File: src/hw/rtl/kwsm_pkg.sv
// shared types and constants for the k-way sorted merge core
// no dependencies; imported by every module of the block
package kwsm_pkg;

    localparam int IN_VALUE_W = 32;
    localparam int SEL_W      = 3;
    localparam int STATUS_W   = 2;

    localparam logic CMD_POP = 1'b1;

    localparam logic [STATUS_W-1:0] STATUS_OK       = 2'd0;
    localparam logic [STATUS_W-1:0] STATUS_EMPTY    = 2'd1;
    localparam logic [STATUS_W-1:0] STATUS_OVERFLOW = 2'd2;

    typedef struct packed {
        logic                         cmd;
        logic [SEL_W-1:0]             queue_sel;
        logic signed [IN_VALUE_W-1:0] push_value;
    } t_in_item;

    typedef struct packed {
        logic signed [IN_VALUE_W-1:0] out_value;
        logic [SEL_W-1:0]             out_queue;
        logic [STATUS_W-1:0]          status;
    } t_out_item;

    // what the front end decided about a word
    typedef enum logic [1:0] {
        OP_PUSH,
        OP_PUSH_DROP,
        OP_POP
    } t_op_kind;

    typedef struct packed {
        t_op_kind                     kind;
        logic [SEL_W-1:0]             sel;
        logic signed [IN_VALUE_W-1:0] value;
    } t_op;

endpackage

File: src/hw/rtl/kwsm_front.sv
// front end: accepts input words, classifies them and holds them in a two-entry queue
// depends on kwsm_pkg
module kwsm_front
    import kwsm_pkg::*;
#(
    parameter int NUM_QUEUES = 8
) (
    input  logic     i_clk,
    input  logic     i_rst_n,
    input  logic     i_in_valid,
    output logic     o_in_ready,
    input  t_in_item i_in_item,
    output logic     o_op_valid,
    input  logic     i_op_ready,
    output t_op      o_op
);

    t_op        r_slot [2];
    logic       r_wr_ptr;
    logic       r_rd_ptr;
    logic [1:0] r_count;
    t_op        w_op;
    logic       w_push;
    logic       w_pop;

    always_comb begin
        w_op.sel   = i_in_item.queue_sel;
        w_op.value = i_in_item.push_value;
        if (i_in_item.cmd == CMD_POP) begin
            w_op.kind = OP_POP;
        end else if (int'(i_in_item.queue_sel) < NUM_QUEUES) begin
            w_op.kind = OP_PUSH;
        end else begin
            w_op.kind = OP_PUSH_DROP;
        end
    end

    assign o_in_ready = (r_count != 2'd2);
    assign o_op_valid = (r_count != 2'd0);
    assign o_op       = r_slot[r_rd_ptr];
    assign w_push     = i_in_valid && o_in_ready;
    assign w_pop      = o_op_valid && i_op_ready;

    always_ff @(posedge i_clk) begin
        if (w_push) begin
            r_slot[r_wr_ptr] <= w_op;
        end
        if (!i_rst_n) begin
            r_wr_ptr <= 1'b0;
            r_rd_ptr <= 1'b0;
            r_count  <= 2'd0;
        end else begin
            if (w_push) begin
                r_wr_ptr <= ~r_wr_ptr;
            end
            if (w_pop) begin
                r_rd_ptr <= ~r_rd_ptr;
            end
            case ({w_push, w_pop})
                2'b10:   r_count <= r_count + 2'd1;
                2'b01:   r_count <= r_count - 2'd1;
                default: r_count <= r_count;
            endcase
        end
    end

    a_count_range: assert property (@(posedge i_clk) disable iff (!i_rst_n)
        r_count != 2'd3)
        else $error("front queue count out of range");

    a_count_grows: assert property (@(posedge i_clk) disable iff (!i_rst_n)
        (w_push && !w_pop) |=> (r_count == $past(r_count) + 2'd1))
        else $error("front queue count missed a word");

    a_pop_class: assert property (@(posedge i_clk) disable iff (!i_rst_n)
        (w_push && r_count == 2'd0 && i_in_item.cmd == CMD_POP)
            |=> (o_op_valid && o_op.kind == OP_POP))
        else $error("pop word misclassified");

endmodule

File: config.mk
export PLATFORM = sky130hd
export DESIGN_NAME = kwsm_front
export DESIGN_NICKNAME = d
export VERILOG_FILES = /design/src/hw/rtl/kwsm_pkg.sv /design/src/hw/rtl/kwsm_front.sv
export SDC_FILE = /design/constraint.sdc
export NUM_CORES = 1
export LEC_CHECK = 0
export BUFFER_PORTS_ARGS = -buffer_cell sky130_fd_sc_hd__buf_2
export CAP_MARGIN = 15
export CORE_AREA = 2 2 129 81
export CTS_CLUSTER_SIZE = 24
export DETAILED_ROUTE_END_ITERATION = 6
export DIE_AREA = 0 0 131 83
export GPL_ROUTABILITY_DRIVEN = 0
export SYNTH_ARGS = -nofsm -noshare
export SYNTH_HDL_FRONTEND = slang
export SYNTH_SLANG_ARGS = --single-unit
File: constraint.sdc
create_clock -name i_clk -period 1.7 [get_ports i_clk]
set_input_delay 0.085 -clock i_clk [delete_from_list [all_inputs] [get_ports i_clk]]
set_output_delay 0.085 -clock i_clk [all_outputs]
set_load 0.05 [all_outputs]
; After elaboration in Yosys (flattened, before gate mapping)
; Memories as Yosys holds them, arrays and structs flattened. A register that Yosys moved wholly into a read port is not among the register bits.
; Cells that the tools add are included.
; W data, S select, Z words.
[classes]
add_sub_neg = 2
bitwise = 2
eq_ne = 3
n_reduce_logical = 4
mux = 6
[op_table]
columns = cell, n
row1 = $mux W1, 4
row2 = $pmux W2 S2, 1
row3 = $reduce_bool A2 Y1, 2
row4 = $add A2 B1 Y2 const B, 1
row5 = $eq A2 B1 Y1 const B, 1
row6 = $eq A2 B2 Y1 const B, 1
row7 = $logic_and A1 B1 Y1, 2
row8 = $mux W2, 1
row9 = $ne A2 B2 Y1 const B, 1
row10 = $not A1 Y1, 2
row11 = $sub A2 B1 Y2 const B, 1
[totals]
elab_cells = 21
ram_bits = 74
out_inout_bits = 39
mem_count = 1
ff_bits = 4
[memory_table]
columns = memory, depth, word_bits, rd, rd_ports_with_merged_regs, write_ports, line_no
row1 = r_slot, 2, 37, 1, 1, 1, kwsm_front.sv:18  ; t_op r_slot [2];

; Logic depth before layout (Yosys ltp)
[logic_depth]
ltp_word = 4
depth_mapped = 6
depth_no_buf = 6

; Worst setup path before layout
; No wires, ideal clock.
[synth_timing]
path_kind = register -> register
from = register r_count[0]
to = memory r_slot[1][0] (netlist name), enable pin
period_less_slack_ps = 2316
n_path_buf = 0
setup_slack_ps = -616
t_arrival_ps = 1919
stages_incl_launch_ff = 3
path_cell_list = dfxtp_1 > nand2b_1 > and3_1
[synth_via]
elab_chain_cells = 4
[synth_lines]
columns = element, line_no
row1 = start: declaration, kwsm_front.sv:21  ; logic [1:0] r_count;
row2 = start signal: assignment, kwsm_front.sv:60  ; 2'b10: r_count <= r_count + 2'd1;
row3 = start signal: assignment, kwsm_front.sv:61  ; 2'b01: r_count <= r_count - 2'd1;
row4 = start signal: assignment, kwsm_front.sv:62  ; default: r_count <= r_count;
row5 = $ne A2 B2 Y1, kwsm_front.sv:38  ; assign o_in_ready = (r_count != 2'd2);
row6 = named net o_in_ready, kwsm_front.sv:11  ; output logic o_in_ready,
row7 = $logic_and A1 B1 Y1, kwsm_front.sv:41  ; assign w_push = i_in_valid && o_in_ready;
row8 = $mux W1, kwsm_front.sv:45  ; if (w_push) begin
row9 = $mux W1 (not written as such), kwsm_front.sv:46  ; r_slot[r_wr_ptr] <= w_op;
row10 = end: declaration, kwsm_front.sv:18
; The timed path passes the listed nets, and every way through them passes these cells.

==> flow_metrics.tcl <==
set metrics [dict create \
    arrival_ns 1.50 \
    yosysTopAreaCell "edfxtp_1" \
    clock_path_buffers 2 \
    syn_area_per_cell_um2 20.5 \
    power.density_mw_per_mm2 1680 \
    pre_cts_slack_ns 0.120 \
    vias_per_cell 4.07 \
    cap_violations 0 \
    ys_ff_latch 77 \
    nets 302 \
    syn_inst 138 \
    setup_slack_ns 0.114 \
    root_buffer "clkbuf_16" \
    ff2ff_path_depth 5 \
    ant_nets 0 \
    synth_cell_types 22 \
    fin_area_mm2 0.00410 \
    clkTransAtPathRegs_ns 0.05 \
    internal_power_mw 4.37 \
    synth_area_leaders "edfxtp_1 (76%), mux2_2 (14%), dfxtp_1 (3.5%)" \
    holdWs_ns 0.0319 \
    yosys_warnings 0 \
    p_clk_frac 0.265 \
    num_rows 28 \
    core_mm2 0.00963 \
    area_delta_synth_final_pct 44.5 \
    tns_ns 0 \
    hold_viol 0 \
    setup_violations 0 \
    cts_resized 0 \
    p_comb_frac 0.373 \
    io_pins 79 \
    place_hpwl_um 3440 \
    die-area_mm2 0.0109 \
    path_class "register to output pin" \
    numCtsBuffers 9 \
    drive_gt1_frac 0.515 \
    wl_per_cell_um 13.9 \
    seq_area_frac_synth 0.798 \
    dr.pass1.iters 4 \
    synth_top_area_share 0.763 \
    slew_viol_final 0 \
    cts.sinks 77 \
    synth_area_mm2 0.00283 \
    ir_worst_vdd_mv 0.729 \
    fp.dieW_um 131 \
    grt_pass1_vias 1793 \
    leakage_nw 1.53 \
    rsz0062_at_grt "false" \
    tritoncts "done" \
    grt_util_all_layers 0.106 \
    wirelength_um 5550 \
    start_util 0.294 \
    mostFrequentLayoutCells "buf_2 (77), edfxtp_1 (72), mux2_2 (36), dlygate4sd3_1 (36), clkbuf_16 (9)" \
    crit_path_start_kind "register" \
    critPathRequiredTime_ns 1.62 \
    p_switching_mw 2.52 \
    h-tree-depth 3 \
    clk_latency_ns 0.33 \
    antenna_found_initial 0 \
    cp-end-kind "output pin" \
    fin_skew_ns 0.00628 \
    placed_area_mm2 0.00344 \
    first_iter_violations 49 \
    nFillCells 893 \
    grt_pass1_wl_um 8410 \
    mostFrequentLayoutCell "buf_2" \
    swShare 0.366 \
    status "finished, final reports clean" \
    dieHeight_um 83 \
    max_freq_ghz 0.630 \
    post-route-min-period_ns 1.59 \
    grt_remaining_overflow 0 \
    via_count 1631 \
    antenna-diode-count 0 \
    drc 0 \
    port_buffers 77 \
    synth_nets 179 \
    grt_max_degree 37 \
    critPathMaxFanout 36 \
    pwr-share-seq 0.361 \
    layout_worst_path_cycle_share 0.933 \
    hp-class "input port to register" \
    total_power_mw 6.89 \
    hold_path_depth 2 \
]
[power by group through the flow]
stage	logic (mW)	clock network, mW	registers [mW]
floorplan	1.96	0	2.50
global placement	2.51	0	2.52
detailed placement	2.54	0	2.53
CTS	2.62	1.91	2.49
global route	2.71	1.99	2.52
finish	2.57	1.83	2.49
[state kept, by name, summed over array words and instances (netlist names), named ones only]
| register | flops |
|---|---|
| r_slot | 72 |
| r_rd_ptr | 1 |
| r_count | 2 |
| r_wr_ptr | 1 |
[layout make-up]
cell class | count | area, µm² | area share
clock buffers | 11 | 243 | 0.0593
clock inverters | 5 | 51.3 | 0.0125
inverters | 1 | 7.51 | 0.00183
multi-input cells | 55 | 549 | 0.134
flip-flops and latches | 77 | 2260 | 0.553
well taps | 135 | 169 | 0.0412
repair buffers | 117 | 813 | 0.199
[per-layer routing]
| layer | track usage | vias up | routed length (µm) |
|---|---|---|---|
| met5 | 0 | - | 0 |
| met4 | 0.0377 | 0 | 56 |
| met3 | 0.0490 | 7 | 394 |
| met2 | 0.170 | 59 | 2590 |
| met1 | 0.126 | 787 | 2510 |
| li1 | - | 778 | - |
[kinds of logic after synthesis]
group / count (synthesis) / share of synthesized area
simple gates: 9 / 0.0194
mux: 36 / 0.143
other cells: 1 / 0.00132
fa+ha+maj: 1 / 0.00441
flops: 77 / 0.798
buf+inv: 6 / 0.0110
xor+xnor: 3 / 0.00927
compound gates: 5 / 0.0132
[repair_timing]
| item | 4_1_cts | 5_1_grt |
|---|---|---|
| setup buffers | 0 | 0 |
| hold buffers | 36 | 0 |
| endpoints found under the hold margin | 72 | 0 |
[worst paths after layout]
check / start / end / slack [ns]
setup / recovery: register / o_op[3] / 0.11
hold / removal: i_rst_n / r_count[0] / 0.03
setup reg to reg: r_count[0] / r_count[1] / 0.12
hold reg to reg: r_rd_ptr / r_rd_ptr / 0.55
[worst max-delay path, cell delays in order, from the launching register on]
cell and delay [ns]:
dfxtp_2 0.33, buf_12 0.23, mux2_2 0.38, buf_2 0.22
[Yosys cell counts, drive strengths merged]
cell type / number
a21bo: 1
a21boi: 2
inv: 1
nand3b: 1
ha: 1
nand2: 1
o21ai: 1
edfxtp: 72
or3: 1
and2: 1
conb: 1
nor2b: 2
xnor2: 3
mux2: 36
o21a: 1
dfxtp: 5
or2: 1
buf: 5
nand2b: 1
and3: 1
[through the flow]
step                      std cells   util
after global placement          349  0.357
after CTS                       401  0.425
after global routing            401  0.425
after floorplan                 138      -
final                           401  0.425
after detailed placement        349  0.357
(Power assumes the default switching activity.)
